`src/hw/rtl/lkvc_pkg.sv`:
```
package lkvc_pkg;

  localparam int ENTRIES = 8;
  localparam int IDX_W   = (ENTRIES > 1) ? $clog2(ENTRIES) : 1;
  localparam int AGE_W   = IDX_W;
  localparam int CNT_W   = $clog2(ENTRIES + 1);
  localparam int KEY_W   = 32;
  localparam int VAL_W   = 32;
  localparam int CAP_W   = 4;

  localparam logic [CAP_W-1:0] CAP_RESET  = CAP_W'(8);
  localparam logic [VAL_W-1:0] MISS_VALUE = '1;

  localparam logic CMD_LOOKUP = 1'b0;
  localparam logic CMD_STORE  = 1'b1;

endpackage

```
`src/hw/rtl/lru_key_value_cache.sv`:
```
// Fully associative key/value cache with LRU replacement, 8 entries. Each
// request (tuser = 0 lookup, 1 store) yields one response: tuser = found, and
// tdata = stored value on a lookup hit, else all ones. The block takes one
// transaction per clock while the response is not stalled. A request is
// held in the input register, then all keys are compared and all age ranks
// updated combinationally into the response register, which presents the
// response. A stalled response holds the input register, so at most two
// requests are in flight. The capacity register (1..8, 0 acts as 1, above 8
// acts as 8) may only be written while no request is in flight; lowering it
// evicts nothing at once. The valid bits clear at reset, so the cache is
// usable right away.
module lru_key_value_cache
  import lkvc_pkg::*;
(
  input  logic                     clk_i,
  input  logic                     rst_ni,

  input  logic                     cfg_we_i,
  input  logic [CAP_W-1:0]         cfg_wdata_i,     // capacity

  input  logic                     s_axis_tvalid_i,
  output logic                     s_axis_tready_o,
  input  logic [KEY_W+VAL_W-1:0]   s_axis_tdata_i,  // [31:0] key, [63:32] value
  input  logic                     s_axis_tuser_i,  // [0] cmd

  output logic                     m_axis_tvalid_o,
  input  logic                     m_axis_tready_i,
  output logic [VAL_W-1:0]         m_axis_tdata_o,  // [31:0] read_value
  output logic                     m_axis_tuser_o   // [0] found
);

  logic [CAP_W-1:0] cap_q;

  logic             in_vld_q;
  logic             in_cmd_q;
  logic [KEY_W-1:0] in_key_q;
  logic [VAL_W-1:0] in_val_q;

  logic             out_vld_q;
  logic             out_found_q, out_found_d;
  logic [VAL_W-1:0] out_data_q, out_data_d;

  logic [ENTRIES-1:0]            valid_q, valid_d;
  logic [ENTRIES-1:0][AGE_W-1:0] age_q, age_d;
  logic [CNT_W-1:0]              used_q, used_d;
  logic [KEY_W-1:0]              key_mem [ENTRIES];
  logic [VAL_W-1:0]              val_mem [ENTRIES];

  logic             in_acc;
  logic             advance;

  logic             hit;
  logic [IDX_W-1:0] hit_idx;
  logic             has_free;
  logic [IDX_W-1:0] free_idx;
  logic [IDX_W-1:0] victim_idx;
  logic [AGE_W-1:0] oldest_age;
  logic [CNT_W-1:0] eff_cap;
  logic             full;

  logic             touch_en;
  logic [IDX_W-1:0] touch_idx;
  logic             wr_en;
  logic             wr_key;
  logic [IDX_W-1:0] wr_idx;

  assign advance         = in_vld_q && (!out_vld_q || m_axis_tready_i);
  assign s_axis_tready_o = !in_vld_q || advance;
  assign in_acc          = s_axis_tvalid_i && s_axis_tready_o;

  always_comb begin
    if (cap_q == '0) begin
      eff_cap = CNT_W'(1);
    end else if (int'(cap_q) > ENTRIES) begin
      eff_cap = CNT_W'(ENTRIES);
    end else begin
      eff_cap = CNT_W'(cap_q);
    end
  end

  assign full       = used_q >= eff_cap;
  assign oldest_age = AGE_W'(used_q - CNT_W'(1));

  // Keys are unique among valid entries, so at most one matches.
  always_comb begin
    hit        = 1'b0;
    hit_idx    = '0;
    has_free   = 1'b0;
    free_idx   = '0;
    victim_idx = '0;
    for (int i = ENTRIES - 1; i >= 0; i--) begin
      if (valid_q[i] && key_mem[i] == in_key_q) begin
        hit     = 1'b1;
        hit_idx = IDX_W'(i);
      end
      if (!valid_q[i]) begin
        has_free = 1'b1;
        free_idx = IDX_W'(i);
      end
      // Valid ranks are distinct 0..used-1, so the oldest holds used-1.
      if (valid_q[i] && age_q[i] == oldest_age) begin
        victim_idx = IDX_W'(i);
      end
    end
  end

  always_comb begin
    valid_d     = valid_q;
    age_d       = age_q;
    used_d      = used_q;
    touch_en    = 1'b0;
    touch_idx   = hit_idx;
    wr_en       = 1'b0;
    wr_key      = 1'b0;
    wr_idx      = hit_idx;
    out_found_d = hit;
    out_data_d  = MISS_VALUE;

    if (hit) begin
      touch_en = 1'b1;
      if (in_cmd_q == CMD_LOOKUP) begin
        out_data_d = val_mem[hit_idx];
      end else begin
        wr_en = 1'b1;
      end
    end else if (in_cmd_q == CMD_STORE) begin
      if (full) begin
        // Evict the least recent entry and reuse its slot.
        touch_en  = 1'b1;
        touch_idx = victim_idx;
        wr_en     = 1'b1;
        wr_key    = 1'b1;
        wr_idx    = victim_idx;
      end else if (has_free) begin
        wr_en  = 1'b1;
        wr_key = 1'b1;
        wr_idx = free_idx;
        for (int i = 0; i < ENTRIES; i++) begin
          if (valid_q[i]) begin
            age_d[i] = age_q[i] + AGE_W'(1);
          end
        end
        valid_d[free_idx] = 1'b1;
        age_d[free_idx]   = '0;
        used_d            = used_q + CNT_W'(1);
      end
    end

    if (touch_en) begin
      for (int i = 0; i < ENTRIES; i++) begin
        if (valid_q[i] && age_q[i] < age_q[touch_idx]) begin
          age_d[i] = age_q[i] + AGE_W'(1);
        end
      end
      age_d[touch_idx] = '0;
    end

    if (!advance) begin
      wr_en = 1'b0;
    end
  end

  always_ff @(posedge clk_i or negedge rst_ni) begin
    if (!rst_ni) begin
      cap_q <= CAP_RESET;
    end else if (cfg_we_i) begin
      cap_q <= cfg_wdata_i;
    end
  end

  always_ff @(posedge clk_i or negedge rst_ni) begin
    if (!rst_ni) begin
      in_vld_q  <= 1'b0;
      out_vld_q <= 1'b0;
      valid_q   <= '0;
      age_q     <= '0;
      used_q    <= '0;
    end else begin
      if (in_acc) begin
        in_vld_q <= 1'b1;
      end else if (advance) begin
        in_vld_q <= 1'b0;
      end
      if (advance) begin
        out_vld_q <= 1'b1;
        valid_q   <= valid_d;
        age_q     <= age_d;
        used_q    <= used_d;
      end else if (m_axis_tready_i) begin
        out_vld_q <= 1'b0;
      end
    end
  end

  always_ff @(posedge clk_i) begin
    if (in_acc) begin
      in_cmd_q <= s_axis_tuser_i;
      in_key_q <= s_axis_tdata_i[KEY_W-1:0];
      in_val_q <= s_axis_tdata_i[KEY_W+VAL_W-1:KEY_W];
    end
    if (advance) begin
      out_found_q <= out_found_d;
      out_data_q  <= out_data_d;
    end
    if (wr_en) begin
      val_mem[wr_idx] <= in_val_q;
      if (wr_key) begin
        key_mem[wr_idx] <= in_key_q;
      end
    end
  end

  assign m_axis_tvalid_o = out_vld_q;
  assign m_axis_tdata_o  = out_data_q;
  assign m_axis_tuser_o  = out_found_q;

endmodule

```
`config.mk`:
```
export PLATFORM = sky130hd
export DESIGN_NAME = lru_key_value_cache
export DESIGN_NICKNAME = d
export VERILOG_FILES = /design/src/hw/rtl/lkvc_pkg.sv /design/src/hw/rtl/lru_key_value_cache.sv
export SDC_FILE = /design/constraint.sdc
export NUM_CORES = 1
export LEC_CHECK = 0
export BUFFER_PORTS_ARGS = -buffer_cell sky130_fd_sc_hd__buf_4
export CORE_UTILIZATION = 50
export CTS_CLUSTER_DIAMETER = 40
export DETAILED_ROUTE_END_ITERATION = 6
export GPL_TIMING_DRIVEN = 0
export HOLD_SLACK_MARGIN = 0.02
export PLACE_DENSITY_LB_ADDON = 0.08
export SLEW_MARGIN = 20
export SYNTH_ARGS = -nofsm -noshare
export SYNTH_HDL_FRONTEND = slang
export SYNTH_SLANG_ARGS = --single-unit
```
`constraint.sdc`:
```
create_clock -name clk_i -period 6.8 [get_ports clk_i]
set_input_delay 0.34 -clock clk_i [delete_from_list [all_inputs] [get_ports clk_i]]
set_output_delay 0.34 -clock clk_i [all_outputs]
set_load 0.05 [all_outputs]
```
After elaboration in Yosys (flattened, before gate mapping)
Memory sizes are Yosys's and may differ from the RTL's. A register that Yosys moved wholly into a read port is not among the register bits. Index checks and enable logic that the tools add are counted. W data, S select, Z words.

Add/subtract/negate cells: 10. Magnitude comparators: 14. Eq/ne operators: 16. Muxes and demuxes: 137. Bitwise logic cells: 7. Reductions and logical operators: 37.

Operator list (number): $mux W3 (90); $eq A32 B32 Y1 (8); $mux W24 (5); $and A24 B24 Y24 (2); $not A24 Y24 (2); $mux W1 (36); $logic_and A1 B1 Y1 (28); $add A3 B1 Y3 const B (8); $eq A3 B3 Y1 (8); $lt A3 B3 Y1 (8); $demux W3 S3 (2); $bmux W3 S3 (1); $lt A3 B4 Y1 const B (2); $mux W4 (2); $or A8 B8 Y8 (1); $ge A3 B1 Y1 const B (2); $reduce_and A5 Y1 (1); $add A4 B1 Y4 const B (1); $ge A4 B4 Y1 (1); $gt A4 B4 Y1 const B (1); $logic_not A4 Y1 (1); $reduce_bool A2 Y1 (2); $demux W1 S3 (1); $sub A3 B1 Y3 const B (1); 4 further kinds (7).

Register bits after elaboration: 108. RAM bits: 512. Input port bits: 74. Output and inout port bits: 35. Logic and storage cells: 240. Memories: 2.

Memories: key_mem (depth 8, bits a word 32, rd ports 8, clocked after memory_dff 0, write ports 1, RTL line lru_key_value_cache.sv:46) `logic [KEY_W-1:0] key_mem [ENTRIES];`; val_mem (depth 8, bits a word 32, rd ports 1, clocked after memory_dff 1, write ports 1, RTL line lru_key_value_cache.sv:47) `logic [VAL_W-1:0] val_mem [ENTRIES];`.

Longest topological paths before layout
Gate-level depths: netlist of run 1.

Depth in word-level cells: 22. Depth in mapped cells: 21. Depth with buffers taken out: 19.

Worst setup path after synthesis of run 1
OpenSTA, ideal clock, no wires.

Kind: register -> register. From: register in_key_q[3]. To: memory val_mem[3][0], enable pin. Library setup time: 421 ps. Data arrival time: 4500 ps. Data required time: 6379 ps. Slack: 1878 ps. Cell stages (with the launch flop): 15. Path buffers: 4. Period minus slack after synthesis: 4922 ps. Cells stage by stage: edfxtp_1 > buf_2 > xor2_1 > nor4_1 > nand4_1 > or4_1 > o41ai_1 > or4_1 > buf_4 > nor3_1 > clkbuf_1 > clkbuf_1 > a221oi_1 > nand2_1 > nor2_1.

Cells in the longest elaborated chain, start to end: 14. Elaborated cells on any way between the ends: 40. Those cells by class: 8 x eq/ne; 24 x mux; 8 x reduce/logical.

Ends and longest elaborated chain: start: declaration (RTL line lru_key_value_cache.sv:36) `logic [KEY_W-1:0] in_key_q;`; start signal: assignment (RTL line lru_key_value_cache.sv:198) `in_key_q <= s_axis_tdata_i[KEY_W-1:0];`; $eq A32 B32 Y1 (RTL line lru_key_value_cache.sv:92) `if (valid_q[i] && key_mem[i] == in_key_q) begin`; $logic_and A1 B1 Y1 (RTL line lru_key_value_cache.sv:92); $mux W1 (7 in a row) (RTL line lru_key_value_cache.sv:92); $mux W1 (*) (RTL line lru_key_value_cache.sv:92); named net hit (RTL line lru_key_value_cache.sv:52) `logic hit;`; $mux W1 (RTL line lru_key_value_cache.sv:119) `if (hit) begin`; $mux W1 (RTL line lru_key_value_cache.sv:158) `if (!advance) begin`; $mux W1 (RTL line lru_key_value_cache.sv:205) `if (wr_en) begin`; $mux W1 (not written as such) (RTL line lru_key_value_cache.sv:206) `val_mem[wr_idx] <= in_val_q;`; end: declaration (RTL line lru_key_value_cache.sv:47).

Mark *: on every way through the listed nets, which the timed path passes. The rest lies on a longest branch.

Worst setup path after layout of run 1
From: register in_key_q[14]. To: memory key_mem[1][2], enable pin.

Cells in the longest elaborated chain, start to end: 14. Elaborated cells on any way between the ends: 42. Those cells by class: 8 x eq/ne; 26 x mux; 8 x reduce/logical.

Ends and longest elaborated chain: $eq A32 B32 Y1 (RTL line lru_key_value_cache.sv:92); $logic_and A1 B1 Y1 (RTL line lru_key_value_cache.sv:92); $mux W1 (7 in a row) (RTL line lru_key_value_cache.sv:92); $mux W1 (*) (RTL line lru_key_value_cache.sv:92); named net hit (RTL line lru_key_value_cache.sv:52); $mux W1 (RTL line lru_key_value_cache.sv:119); $mux W1 (on tied branches) (RTL line lru_key_value_cache.sv:207, lru_key_value_cache.sv:158); $mux W1 (RTL line lru_key_value_cache.sv:205); $mux W1 (not written as such) (RTL line lru_key_value_cache.sv:208) `key_mem[wr_idx] <= in_key_q;`; end: declaration (RTL line lru_key_value_cache.sv:46).

Marked as above.

==> results.toml, run 1 <==
[outcome]
status = "completed"

[synth]
syn_inst = 2018
syn_nets = 2114
ys_ff_latch = 652
yosys_most_used_dff = "edfxtp_1"
synth_edf_count = 610
yosysWarningCount = 0
async_flop_share_pct = 6.44
synth.cell_area_um2 = 28900
syn_area_per_cell_um2 = 14.3
synthDistinctLibCells = 81
seq_area_frac_synth_pct = 67.1

[detailed_routing]
drc_errors = 0
dr.pass1.iters = 5
via_count = 18600
wl_per_cell_um = 26.7
detail-route-antenna-nets = 0
drtIter0Drc = 1830
vias_per_cell = 5.86
totalWireLength_mm = 84.8

[critical_path]
crit_path_end_kind = "flip-flop"
cp-start-kind = "flip-flop"
crit_required_ns = 7.14
critPathMaxFanout = 19
slowest_stage = "edfxtp_1"
cp_common_cell = "clkbuf_1"
cp_cell_sequence = "buf_2, xor2_1, nor4_1, nand3_1, or3_1, nand4_1, or4_1, buf_4, nor3_1, clkbuf_1, clkbuf_1, a221oi_1, nand2b_1, nor2_4, buf_12"
critPathKind = "flip-flop to flip-flop"
r2r_cells = 15
critPathMaxStageDelay_ns = 0.67
cp.arrival_ns = 6.77

[cts]
worstSkewPairLatency_ns = 0.67
cts_max_path_buffers = 3
cts_root_buf = "clkbuf_16"
tritoncts = "done"
cts.sinks = 652
clk_pin_slew_ns = 0.06
cts-buffers-inserted = 102
htree_levels = 3
cts_setup_buffers = 0

[floorplanning]
core_um2 = 56700
ios = 109
dieArea_um2 = 58700
row_count = 87
die_w_um = 242
fp.dieH_um = 242
start_util_pct = 50.9

[global_route]
grt_util_all_layers_pct = 29.2
grt_pass1_wl_mm = 124
antenna_found_initial = 1
grt_start_max_net_pins = 43
gr-total-overflow = 0
grt_pass1_vias = 18400

[cells_and_area]
syn_to_final_growth_pct = 23.1
utilization_pct = 62.7
diodes = 0
nets = 2422
final_cell_mix = "610 x edfxtp_1, 247 x xor2_1, 154 x nand2_1, 117 x buf_4, 104 x clkbuf_16"
layout_commonest_cell = "edfxtp_1"
layout-drive-gt1-share_pct = 17.9

[sta]
relSlewSlack_pct = 21.3
post-route-period-util_pct = 94.6
fin_crit_ns = 6.43
max_freq_mhz = 155
setup_viol = 0
worst_slack_ns = 0.369
hold_violations = 0
tightest_slew_ns = 1.18
worst_hold_slack_ns = 0.257
drv_slew = 0
finClkSkew_ns = 0.0444
rsz0062_at_grt = "false"

[placed_design]
io_buffers = 108
dpl.hpwl_mm = 59.6
globalplace.congestion = 0.949
dpl_worst_slack_ns = 0.329

[power_and_ir_drop]
cellLeakagePower_uw = 0.0129
ir_worst_vdd_mv = 0.302
pwr_density_cell_nw_per_um2 = 392

[flow_run]
drv_cap = 0

[min_path]
hp-class = "input pin to asynchronous set/reset pin"
-- power by group --
part | leakage (uW) | internal (uW) | switching [uW]
clock network | 0.00166 | 3190 | 1990
registers | 0.00592 | 4880 | 298
logic | 0.00534 | 1260 | 2320
total | 0.0129 | 9330 | 4600
-- state kept, by name, summed over array words and instances, names as in the netlist --
register / cells
in_cmd_q: 1
in_key_q: 32
val_mem: 256
key_mem: 256
m_axis_tvalid_o: 1
in_val_q: 32
in_vld_q: 1
m_axis_tuser_o: 1
cap_q: 4
m_axis_tdata_o: 32
used_q: 4
valid_q: 8
age_q: 24
-- routing by layer --
metal,GRT usage (%),part of all wire [%],up-vias
met5,0,0,-
met4,8.95,2.6,0
met3,5.25,6.3,145
met2,47.0,48,743
met1,40.4,43,9352
li1,-,-,8361
-- stage by stage --
stage               total power, uW  TNS, ns  instance area [um2]  instances
floorplan                      7420        0                28900       2018
global placement               8480  -706.16                30600       2882
detailed placement             8710        0                31300       2905
CTS                           13900        0                35500       3172
global route                  14500        0                35600       3172
finish                        13900        0                35600       3172
-- cell usage after synthesis (7+ instances only) --
library cell  number  area share (%)
buf_4              9            0.23
a31oi_1           12            0.26
a21o_1            11            0.29
edfxtp_1         610              63
nand4b_1          17            0.52
inv_1             24            0.31
xor2_1           247             7.5
nor2_1            52            0.68
nor4_1            94             2.0
or3_1              8            0.17
and3_1             8            0.17
nand3_1           89             1.5
mux2_2            35             1.4
o21ai_0           68             1.2
buf_2             13            0.23
o22ai_1           10            0.22
nor3_1            24            0.42
dfrtp_1           41             3.6
xnor2_1           42             1.3
nand2_1          154             2.0
buf_1             11            0.14
a32oi_1           13            0.39
nand2b_1          10            0.22
mux2i_1           96             3.3
nor2b_1            7            0.15
clkbuf_1          54            0.70
or4_1              8            0.21
a21oi_1           33            0.57
nand4_1           33            0.72
o211ai_1          43             1.1
ha_1              22            0.95
buf_6             20            0.78
-- what timing repair did --
| action | 4_1_cts | 5_1_grt |
|---|---|---|
| endpoints found under the setup margin | 0 | 2 |
| resized for setup | 0 | 2 |
| hold endpoints to repair | 112 | 0 |
| hold buffers | 73 | 0 |
-- worst paths after layout --
check                             startpoint               to  slack (ns)
setup / recovery                in_key_q[14]    key_mem[1][2]        0.37
hold / removal                        rst_ni        age_q[23]        0.26
setup reg to reg                in_key_q[14]    key_mem[1][2]        0.37
hold reg to reg                     in_vld_q  m_axis_tvalid_o        0.50
max in group asynchronous             rst_ni        age_q[18]        6.13
min in group clk_i         s_axis_tdata_i[0]      in_key_q[0]        0.39
-- final cells by class --
type                       count  area, um2
clock inverter                76        802
multi-input combinational   1235       8950
timing repair buffer         204       2110
inverter                      24       90.1
clock buffer                 118       2680
tap                          756        946
buffer                       107        606
sequential                   652      19400
fill                        4304      21200
-- worst max-delay path: cells and delay by family, from the launching register on --
kind,cells,cell delay (ns)
compound gates,1,0.32
xor+xnor,1,0.49
buf+inv,5,2.04
flops,1,0.67
simple gates,8,2.54
-- cell families after synthesis --
family / share of synthesized area [%]
DFF: 67.1
adders and majority gates: 0.992
xor gates and xnor gates: 8.94
buffers and inverters: 2.40
muxes: 4.77
AOI/OAI and AO/OA: 5.97
and+or+nand+nor: 9.84
No activity file was read; power rests on OpenSTA's default activity.
==> run 2, diff against run 1 <==
RECOVER_POWER = 100   (was unset)
clock period = 5.3 ns   (was 6.8 ns; I/O delays follow)
==> run 2 against run 1 <==
  * The flow now finishes with violations (capacitance limit, slew limit)
  * Routed wire length up 2.4%
  * Critical path depth did not move
  * Clock skew decreased by 0.0039 ns
  * Sequential share of layout area down 2.2 points
  * Utilization increased by 2.6 points
  * Final cell count grew 3.0%
  * Final area rose by 4.2%
  * Clock-buffer cell count unchanged
  * Worst hold slack improved by 0.077 ns
  * Register-to-register slack got worse by 0.25 ns
  * First-iteration DRC count decreased by 6.3%
  * Via count up 2.0%
  * Highest routed layer unchanged
==> results.toml, run 2 (synthesis gave the netlist of run 1 again) <==
[critical_path]
cp.arrival_ns = 5.55
crit_path_end_kind = "flip-flop"
critPathKind = "flip-flop to flip-flop"
critPathMaxFanout = 13
cp-start-kind = "flip-flop"
crit_required_ns = 5.66

[cells_and_area]
final_cell_mix = "610 x edfxtp_1, 221 x xor2_1, 145 x nand2_1, 126 x buf_4, 104 x clkbuf_16"
layout_commonest_cell = "edfxtp_1"
fill_cells = 4173
fin_cells = 3267
largestRegisters = "key_mem: 256 flops, val_mem: 256 flops"
multi_input_area_um2 = 9540
seq_area_um2 = 19400
nets = 2515
utilization_pct = 65.3
syn_to_final_growth_pct = 28.3
layout-drive-gt1-share_pct = 23.4

[cts]
cts_root_buf = "clkbuf_16"
cts.sinks = 652
clk_pin_slew_ns = 0.06
htree_levels = 3
cts-buffers-inserted = 102
cts_max_path_buffers = 3
worstSkewPairLatency_ns = 0.67
tritoncts = "done"

[power_and_ir_drop]
cellLeakagePower_uw = 0.0136
ir_worst_vdd_mv = 0.390
pwr_density_cell_nw_per_um2 = 500

[placed_design]
io_buffers = 108
globalplace.congestion = 0.949
dpl.hpwl_mm = 59.6
dp.cells = 2905
dpl_worst_slack_ns = -1.17

[global_route]
grt_pass1_wl_mm = 126
gr-total-overflow = 0
antenna_found_initial = 1
grt_util_all_layers_pct = 29.7
grt_pass1_vias = 18700
grt_start_max_net_pins = 43

[sta]
tightest_slew_ns = 2.54
max_freq_mhz = 193
post-route-period-util_pct = 97.8
drv_slew = 43
finClkSkew_ns = 0.0405
worst_hold_slack_ns = 0.333
worst_slack_ns = 0.114
fin_crit_ns = 5.19
setup_viol = 0
relSlewSlack_pct = -69.2
hold_violations = 0

[floorplanning]
dieArea_um2 = 58700
core_um2 = 56700
row_count = 87
die_w_um = 242
fp.dieH_um = 242
ios = 109
start_util_pct = 50.9

[detailed_routing]
m1WireLength_mm = 37.3
detail-route-antenna-nets = 0
wl_met3_mm = 5.65
highest_layer = "met4"
met2_length_mm = 41.4
vias_per_cell = 5.81
drc_errors = 0
totalWireLength_mm = 86.8
dr.pass1.iters = 6
wl_per_cell_um = 26.6
drtIter0Drc = 1715
via_count = 19000

[outcome]
violations = "capacitance limit, slew limit"
status = "finished with violations"

[min_path]
hp-class = "input pin to flip-flop"

[flow_run]
drv_cap = 1
## run 2: cell count changes in the layout (fill, tap and decap cells not counted), moves of 14 or more
| cell | previous run | this run |
|---|---|---|
| buf_12 | 8 | 22 |
| xor2_1 | 247 | 221 |
| xor2_2 | 0 | 22 |
| clkbuf_4 | 1 | 64 |
## run 2: where the power goes
part / switching (uW) / total (uW) / internal [uW]
sequential: 365 / 6630 / 6260
combinational: 3220 / 5260 / 2040
clock: 2550 / 6650 / 4090
total: 6140 / 18500 / 12400
## run 2: worst max-delay path, stage by stage (launching register included)
cell      delay, ns
edfxtp_1       0.49
buf_6          0.19
buf_4          0.15
xor2_1         0.38
or3b_2         0.20
or3_1          0.10
nand4_1        0.23
or4_1          0.51
buf_4          0.22
nor3_1         0.35
clkbuf_2       0.36
clkbuf_2       0.37
a221oi_2       0.16
or2_2          0.43
nor2_4         0.47
buf_16         0.23
## run 2: path summary, 6_finish.rpt
path / start / end / slack [ns] / cells after the start
max: in_key_q[1] / val_mem[4][3] / 0.11 / 15
min: s_axis_tdata_i[7] / in_key_q[7] / 0.33 / 2
max reg2reg: in_key_q[1] / val_mem[4][3] / 0.11 / 15
min reg2reg: in_vld_q / m_axis_tvalid_o / 0.50 / 1
max in group asynchronous: rst_ni / age_q[14] / 2.89 / 2
min in group asynchronous: rst_ni / age_q[23] / 0.96 / 2
## run 2: what timing repair did
item / CTS / global route
setup endpoints to repair: 566 / 289
hold endpoints to repair: 112 / 0
hold buffers: 74 / 0
setup buffers: 45 / 50
resized for setup: 56 / 62
pin swaps: 20 / 38
## run 2: layer usage
metal  vias to the layer above  track usage, %
li1                       8539               -
met1                      9544            41.2
met2                       741            47.8
met3                       144            5.16
met4                         0            9.49
met5                         -               0
## run 2: area by class of cell
class	instances	share of cell area, %
clock buffer	118	7.22
antenna	2	0.0135
timing repair buffer	300	8.03
tap	756	2.55
sequential	652	52.3
clock inverter	76	2.17
buffer	104	1.72
inverter	24	0.243
multi-input combinational	1235	25.8
## run 2: stage by stage
| stage | setup TNS [ns] | instance area (um2) | power [uW] |
|---|---|---|---|
| floorplan | 0 | 28900 | 9520 |
| global placement | -1500.61 | 30600 | 10900 |
| detailed placement | -464.26 | 31300 | 11200 |
| CTS | -0.0158 | 36300 | 18100 |
| global route | -0.0130 | 37000 | 19300 |
| finish | 0 | 37000 | 18500 |
